===== src/rtl/core/rpb_pkg.sv =====
package rpb_pkg;

    // Field widths of the pixel format and of the configuration port.
    localparam int PIX_W   = 16;
    localparam int R_W     = 5;
    localparam int G_W     = 6;
    localparam int B_W     = 5;
    localparam int WGT_W   = 9;
    localparam int IDX_W   = 3;

    // Configuration register indexes.
    localparam logic [IDX_W-1:0] REG_BLEND_MODE   = 3'd0;
    localparam logic [IDX_W-1:0] REG_ALPHA        = 3'd1;
    localparam logic [IDX_W-1:0] REG_OPTION_BITS  = 3'd2;
    localparam logic [IDX_W-1:0] REG_KEY_COLOR    = 3'd3;
    localparam logic [IDX_W-1:0] REG_SOLID_COLOR  = 3'd4;
    localparam logic [IDX_W-1:0] REG_SOLID_SOURCE = 3'd5;

    // Bit positions inside option_bits.
    localparam int OPT_SWAP  = 0;
    localparam int OPT_KEY   = 1;
    localparam int OPT_BG    = 2;

    // Blend modes.
    typedef enum logic [1:0] {
        MODE_DIV255     = 2'd0,
        MODE_SHR8       = 2'd1,
        MODE_SAT_ADD    = 2'd2,
        MODE_SCALED_ADD = 2'd3
    } mode_t;

    // Configuration register contents.
    typedef struct packed {
        logic [1:0]       blend_mode;
        logic [7:0]       alpha;
        logic [2:0]       option_bits;
        logic [PIX_W-1:0] key_color;
        logic [PIX_W-1:0] solid_color;
        logic             solid_source;
    } cfg_t;

    // Exchanges the two bytes of a pixel.
    function automatic logic [PIX_W-1:0] byte_swap16(input logic [PIX_W-1:0] p);
        return {p[7:0], p[15:8]};
    endfunction

endpackage


===== src/rtl/core/rpb_cfg.sv =====
module rpb_cfg (
    input  logic                      clk,
    input  logic                      rst_n,
    input  logic                      wr_en,
    input  logic [rpb_pkg::IDX_W-1:0] wr_index,
    input  logic [rpb_pkg::PIX_W-1:0] wr_data,
    output rpb_pkg::cfg_t             cfg
);
    import rpb_pkg::*;

    cfg_t cfg_reg;
    cfg_t cfg_next;

    // Register write decode; indexes beyond the list leave everything unchanged.
    always_comb
    begin
        cfg_next = cfg_reg;
        if (wr_en)
        begin
            unique case (wr_index)
                REG_BLEND_MODE:   cfg_next.blend_mode   = wr_data[1:0];
                REG_ALPHA:        cfg_next.alpha        = wr_data[7:0];
                REG_OPTION_BITS:  cfg_next.option_bits  = wr_data[2:0];
                REG_KEY_COLOR:    cfg_next.key_color    = wr_data;
                REG_SOLID_COLOR:  cfg_next.solid_color  = wr_data;
                REG_SOLID_SOURCE: cfg_next.solid_source = wr_data[0];
                default:          cfg_next = cfg_reg;
            endcase
        end
    end

    // Register file with its reset values.
    always_ff @(posedge clk or negedge rst_n)
    begin
        if (!rst_n)
        begin
            cfg_reg.blend_mode   <= MODE_SHR8;
            cfg_reg.alpha        <= 8'd255;
            cfg_reg.option_bits  <= 3'd0;
            cfg_reg.key_color    <= '0;
            cfg_reg.solid_color  <= '0;
            cfg_reg.solid_source <= 1'b0;
        end
        else
        begin
            cfg_reg <= cfg_next;
        end
    end

    assign cfg = cfg_reg;

endmodule


===== src/rtl/core/rpb_chan.sv =====
module rpb_chan #(
    parameter int CH_W = rpb_pkg::G_W
) (
    input  logic [CH_W-1:0]           src,
    input  logic [CH_W-1:0]           dst,
    input  logic [rpb_pkg::WGT_W-1:0] src_wgt,
    input  logic [rpb_pkg::WGT_W-1:0] dst_wgt,
    input  rpb_pkg::mode_t            mode,
    output logic [CH_W-1:0]           mixed
);
    import rpb_pkg::*;

    localparam int SUM_W = CH_W + WGT_W;

    logic [SUM_W-1:0] sum;
    logic [SUM_W:0]   div_acc;
    logic [SUM_W-1:0] pre_sat;

    // Weighted sum of source and destination; both products stay below 2^(SUM_W-1).
    assign sum = SUM_W'(src) * SUM_W'(src_wgt) + SUM_W'(dst) * SUM_W'(dst_wgt);

    // Exact division by 255 for sums below 65535: (x + (x >> 8) + 1) >> 8.
    assign div_acc = {1'b0, sum} + (SUM_W+1)'(sum >> 8) + (SUM_W+1)'(1);

    // Normalize according to the blend mode.
    always_comb
    begin
        unique case (mode)
            MODE_DIV255:  pre_sat = SUM_W'(div_acc >> 8);
            MODE_SAT_ADD: pre_sat = sum;
            default:      pre_sat = sum >> 8;
        endcase
    end

    // Clamp to the channel range.
    assign mixed = (pre_sat > SUM_W'({CH_W{1'b1}})) ? {CH_W{1'b1}} : pre_sat[CH_W-1:0];

endmodule


===== src/rtl/core/rgb565_pixel_blend.sv =====
// RGB565 pixel blender. One pixel is accepted on every clock at which start is
// high; busy is always low, so a new pixel may follow in every cycle. Each
// pixel produces exactly one result: it is held first in the input register
// and then passes through the blend logic into the result register. done is
// high for a single cycle per result, together with result_pixel, write_enable
// and last_out; the receiver cannot stall and must
// take the transaction in that cycle. Configuration registers are written
// through wr_en, wr_index and wr_data and take effect on the next clock; write
// them only while no pixel is in flight.
module rgb565_pixel_blend (
    input  logic                      clk,
    input  logic                      rst_n,
    input  logic                      start,
    output logic                      busy,
    input  logic [rpb_pkg::PIX_W-1:0] source_pixel,
    input  logic [rpb_pkg::PIX_W-1:0] dest_pixel,
    input  logic                      last_in_span,
    input  logic                      wr_en,
    input  logic [rpb_pkg::IDX_W-1:0] wr_index,
    input  logic [rpb_pkg::PIX_W-1:0] wr_data,
    output logic                      done,
    output logic [rpb_pkg::PIX_W-1:0] result_pixel,
    output logic                      write_enable,
    output logic                      last_out
);
    import rpb_pkg::*;

    cfg_t cfg;

    logic             in_valid_reg;
    logic [PIX_W-1:0] src_reg;
    logic [PIX_W-1:0] dst_reg;
    logic             last_reg;

    logic             done_reg;
    logic [PIX_W-1:0] result_pixel_reg;
    logic             write_enable_reg;
    logic             last_out_reg;

    logic             accept;
    logic [PIX_W-1:0] src_sel;
    logic [PIX_W-1:0] dst_sel;
    logic             key_hit;
    logic             swap_en;
    mode_t            mode;
    logic [WGT_W-1:0] src_wgt;
    logic [WGT_W-1:0] dst_wgt;
    logic [R_W-1:0]   red;
    logic [G_W-1:0]   green;
    logic [B_W-1:0]   blue;
    logic [PIX_W-1:0] packed_pix;
    logic [PIX_W-1:0] result_pixel_next;

    // Configuration registers.
    rpb_cfg u_cfg (
        .clk      (clk),
        .rst_n    (rst_n),
        .wr_en    (wr_en),
        .wr_index (wr_index),
        .wr_data  (wr_data),
        .cfg      (cfg)
    );

    assign busy   = 1'b0;
    assign accept = start && !busy;

    // Input register stage.
    always_ff @(posedge clk or negedge rst_n)
    begin
        if (!rst_n)
        begin
            in_valid_reg <= 1'b0;
        end
        else
        begin
            in_valid_reg <= accept;
        end
    end

    always_ff @(posedge clk)
    begin
        if (accept)
        begin
            src_reg  <= source_pixel;
            dst_reg  <= dest_pixel;
            last_reg <= last_in_span;
        end
    end

    // Source and destination selection plus color key compare.
    assign swap_en = cfg.option_bits[OPT_SWAP];
    assign src_sel = cfg.solid_source ? cfg.solid_color : src_reg;
    assign key_hit = cfg.option_bits[OPT_KEY] && (src_sel == cfg.key_color);
    assign dst_sel = cfg.option_bits[OPT_BG] ? cfg.solid_color
                   : (swap_en ? byte_swap16(dst_reg) : dst_reg);

    // Source and destination weights per blend mode.
    assign mode = mode_t'(cfg.blend_mode);

    always_comb
    begin
        unique case (mode)
            MODE_DIV255:
            begin
                src_wgt = {1'b0, cfg.alpha};
                dst_wgt = WGT_W'(255) - {1'b0, cfg.alpha};
            end
            MODE_SHR8:
            begin
                src_wgt = {1'b0, cfg.alpha};
                dst_wgt = WGT_W'(256) - {1'b0, cfg.alpha};
            end
            MODE_SAT_ADD:
            begin
                src_wgt = WGT_W'(1);
                dst_wgt = WGT_W'(1);
            end
            default:
            begin
                src_wgt = {1'b0, cfg.alpha} + WGT_W'(1);
                dst_wgt = WGT_W'(256);
            end
        endcase
    end

    // One blend unit per color channel.
    rpb_chan #(.CH_W(R_W)) u_red (
        .src     (src_sel[15:11]),
        .dst     (dst_sel[15:11]),
        .src_wgt (src_wgt),
        .dst_wgt (dst_wgt),
        .mode    (mode),
        .mixed   (red)
    );

    rpb_chan #(.CH_W(G_W)) u_green (
        .src     (src_sel[10:5]),
        .dst     (dst_sel[10:5]),
        .src_wgt (src_wgt),
        .dst_wgt (dst_wgt),
        .mode    (mode),
        .mixed   (green)
    );

    rpb_chan #(.CH_W(B_W)) u_blue (
        .src     (src_sel[4:0]),
        .dst     (dst_sel[4:0]),
        .src_wgt (src_wgt),
        .dst_wgt (dst_wgt),
        .mode    (mode),
        .mixed   (blue)
    );

    // Repack, restore byte order, and pass the stored pixel through on a key match.
    assign packed_pix = {red, green, blue};
    assign result_pixel_next = key_hit ? dst_reg
                             : (swap_en ? byte_swap16(packed_pix) : packed_pix);

    // Result register stage.
    always_ff @(posedge clk or negedge rst_n)
    begin
        if (!rst_n)
        begin
            done_reg <= 1'b0;
        end
        else
        begin
            done_reg <= in_valid_reg;
        end
    end

    always_ff @(posedge clk)
    begin
        if (in_valid_reg)
        begin
            result_pixel_reg <= result_pixel_next;
            write_enable_reg <= !key_hit;
            last_out_reg     <= last_reg;
        end
    end

    assign done         = done_reg;
    assign result_pixel = result_pixel_reg;
    assign write_enable = write_enable_reg;
    assign last_out     = last_out_reg;

endmodule


===== config.mk =====
export PLATFORM = sky130hd
export DESIGN_NAME = rgb565_pixel_blend
export DESIGN_NICKNAME = d
export VERILOG_FILES = /design/src/rtl/core/rpb_pkg.sv /design/src/rtl/core/rpb_cfg.sv /design/src/rtl/core/rpb_chan.sv /design/src/rtl/core/rgb565_pixel_blend.sv
export SDC_FILE = /design/constraint.sdc
export NUM_CORES = 1
export LEC_CHECK = 0
export ABC_AREA = 1
export BUFFER_PORTS_ARGS = -buffer_cell sky130_fd_sc_hd__buf_2
export CAP_MARGIN = 10
export CORE_ASPECT_RATIO = 1.75
export CORE_MARGIN = 5
export CORE_UTILIZATION = 60
export CTS_CLUSTER_DIAMETER = 200
export CTS_CLUSTER_SIZE = 40
export DETAILED_ROUTE_END_ITERATION = 10
export PLACE_DENSITY_LB_ADDON = 0.3
export SLEW_MARGIN = 30
export SYNTH_ARGS = -nofsm -noshare
export SYNTH_HDL_FRONTEND = slang
export SYNTH_SLANG_ARGS = --single-unit

===== constraint.sdc =====
create_clock -name clk -period 7.9 [get_ports clk]
set_input_delay 0 -clock clk [delete_from_list [all_inputs] [get_ports clk]]
set_output_delay 0 -clock clk [all_outputs]
set_load 0.05 [all_outputs]

==> results.py <==
metrics = {
    "clock_network": {
        "root_buffer": "clkbuf_16",
        "cts_tree": "yes",
        "cts_max_path_buffers": 2,
        "clk_pin_slew_ps": 80,
        "cts_sinks": 99,
        "cts_htree_levels": 3,
        "cts_buffers": 9,
        "clock_latency_ps": 370,
    },
    "logic_synthesis": {
        "ys_seq_area_frac": 0.165,
        "synth.distinct_cells": 47,
        "syn-num-nets": 2697,
        "synth_top_area_frac": 0.244,
        "synth.area.top_cells": "fa_1 24%, nand2_1 13%, inv_1 11%",
        "dominantRegCellSynth": "edfxtp_1",
        "synthArstFlopShare": 0.485,
        "syn_area_per_cell_um2": 7.15,
        "yosys_warnings": 0,
        "synth_largest_area_cell": "fa_1",
        "ys_ff_latch": 99,
        "synth_edf_count": 51,
        "synth.cell_area_um2": 16600,
        "syn_inst": 2320,
    },
    "layout": {
        "areaGrowthSynthToFinish_pct": 12.3,
        "final_net_count": 2851,
        "n_antenna_cell": 0,
        "n_fill_cell": 2402,
        "register_area_um2": 2750,
        "layout-drive-gt1-share": 0.118,
        "multi_input_area_um2": 11900,
        "largest_reg_flops": 46,
    },
    "min_path": {
        "min_path_type": "input pin to flip-flop",
    },
    "placement": {
        "gp_congestion": 1.08,
        "port_buffers": 74,
        "dp_hpwl_um": 48800,
    },
    "run": {
        "maxCapViolCount": 0,
    },
    "worst_setup_path": {
        "crit_path_end_kind": "flip-flop",
        "critPathLaunchType": "flip-flop",
        "crit_path_frequent_cell": "nand2_1",
        "crit_slowest_cell": "o21ai_0",
        "path_class": "flip-flop to flip-flop",
        "crit_fanout": 15,
        "cp.arrival_ps": 7630,
        "cp_data_required_time_ps": 8020,
        "crit_path_max_incr_delay_ps": 660,
    },
    "route": {
        "first_pass_iters": 6,
        "antenna_left": 0,
        "avgRoutedWirePerCell_um": 20.4,
        "postRouteWirelength_um": 58200,
        "drt_iter0_drc": 1160,
        "drc": 0,
        "vias": 16200,
        "via_per_inst": 5.68,
    },
    "floorplanning": {
        "fp.dieH_um": 230,
        "rows": 80,
        "core_um2": 27300,
        "num_io_pins": 76,
        "die_x_um": 136,
        "start_util": 0.607,
        "dieArea_um2": 31200,
    },
    "sta": {
        "max_freq_mhz": 133,
        "final_hold_viol_count": 0,
        "slew_viol_final": 0,
        "period_needed_ps": 7510,
        "rsz0062_at_grt": "false",
        "final-setup-viol-count": 0,
        "timing.setup.tns_ps": 0,
        "fin_skew_ps": 14.5,
        "maxSlewHeadroom": 0.366,
        "worst_pin_slew_ps": 941,
        "min_period_over_period": 0.950,
    },
    "status": {
        "status": "finished, final reports clean",
    },
    "global_routing": {
        "grt_pass1_wl_um": 89000,
        "grt_max_degree": 49,
        "grt.overflow.total": 0,
        "grt_pass1_vias": 16600,
        "antenna_found_initial": 0,
        "grt_usage": 0.379,
    },
}
## what timing repair did
action,4_1_cts,5_1_grt
setup endpoints to repair,0,16
setup buffers,0,5
hold buffers,44,0
hold endpoints to repair,93,0
resized for setup,0,40
## worst paths after layout
| check | cells past startpoint | from | slack (ps) | endpoint |
|---|---|---|---|---|
| max | 32 | u_cfg.cfg[33]$_DFFE_PN0P_ | 390 | result_pixel[4]$_DFFE_PP_ |
| min in group asynchronous | 3 | rst_n | 280 | done$_DFF_PN0_ |
| max in group asynchronous | 3 | rst_n | 7100 | u_cfg.cfg[45]$_DFFE_PN0P_ |
| max reg2reg | 32 | u_cfg.cfg[33]$_DFFE_PN0P_ | 390 | result_pixel[4]$_DFFE_PP_ |
| min reg2reg | 0 | last_reg$_DFFE_PP_ | 440 | last_out$_DFFE_PP_ |
| min | 3 | wr_data[5] | 20 | u_cfg.cfg[22]$_DFFE_PN0P_ |
## critical path: cells and delay by family, from the launching register on
| kind | cells | cell delay, ps |
|---|---|---|
| AOI/OAI and AO/OA | 3 | 1060 |
| adders and majority gates | 6 | 2930 |
| buffers and inverters | 4 | 550 |
| DFF | 1 | 510 |
| and+or+nand+nor | 19 | 2180 |
## synth_stat cells, types with 6 or more instances
cell	number
xnor2_1	13
nor2_1	256
o21ai_1	16
o22ai_1	19
clkinv_1	6
dfrtp_1	39
nor3_1	20
xor2_1	17
edfxtp_1	51
nand2_1	595
nand2_2	18
nand3_1	148
or2_2	25
a21oi_1	23
dfstp_2	9
inv_1	484
nand3_2	9
fa_1	202
clkbuf_1	41
nand4_1	60
ha_1	119
nor4_1	9
nor2_2	7
o21ai_0	72
## cells by family (layout without fill, tap and decap cells)
kind of cell / count (synthesis) / in the layout / synth area share
AOI/OAI and AO/OA: 152 / 152 / 0.0510
other: 1 / 1 / 0.000226
DFF: 99 / 99 / 0.165
buffers and inverters: 549 / 708 / 0.129
xor gates and xnor gates: 33 / 33 / 0.0188
adders and majority gates: 321 / 321 / 0.333
and+or+nand+nor: 1165 / 1165 / 0.303
## through the flow
stage               instance area (µm²)  setup WS, ps  instances  hold WS [ps]  utilization
floorplan                         16600           648       2320          -296            -
global placement                  17700           137       2783           147        0.648
detailed placement                17700          89.2       2783           146        0.648
CTS                               18400          71.6       2843          4.88        0.675
global route                      18600          2.44       2848          26.8        0.682
finish                            18600           392       2848          21.5        0.682
## cell type report
class | instances | share of cell area
multi-input cells | 1672 | 0.636
flip-flops and latches | 99 | 0.147
inverters | 495 | 0.101
repair buffers | 197 | 0.0755
well taps | 369 | 0.0248
clock buffers | 9 | 0.0121
clock inverters | 7 | 0.00376
## metal layers
layer / share of wire / up-vias / wire length, µm / GRT usage
met3: 0.066 / 288 / 3830 / 0.0531
met2: 0.50 / 808 / 29400 / 0.667
met4: 0.10 / 0 / 5950 / 0.299
li1: - / 7444 / - / -
met5: 0 / - / 0 / 0
met1: 0.33 / 7644 / 19100 / 0.397
## cells in the final DEF, fill, tap and decap left out, types with 5 or more instances in the layout
master	instances
nor4_1	7
nand3_2	10
o211ai_1	5
xnor2_1	13
and2_1	5
dfrtp_1	37
o21ai_1	14
dlygate4sd3_1	44
a21oi_1	23
edfxtp_1	51
buf_4	78
dfstp_2	9
o21ai_2	7
nor2_1	250
ha_1	117
xor2_1	17
fa_1	202
o22ai_1	18
nand2_2	20
clkbuf_16	9
or2_2	25
o21ai_0	72
inv_1	476
nor2_2	11
nand3_1	146
inv_2	11
nand3b_1	5
nand4_1	60
nor3_1	18
buf_2	74
nand2_1	593
Power is left out: the tool's default activity adds up to more than one toggle a clock period on the data nets, which glitch-free logic cannot reach.
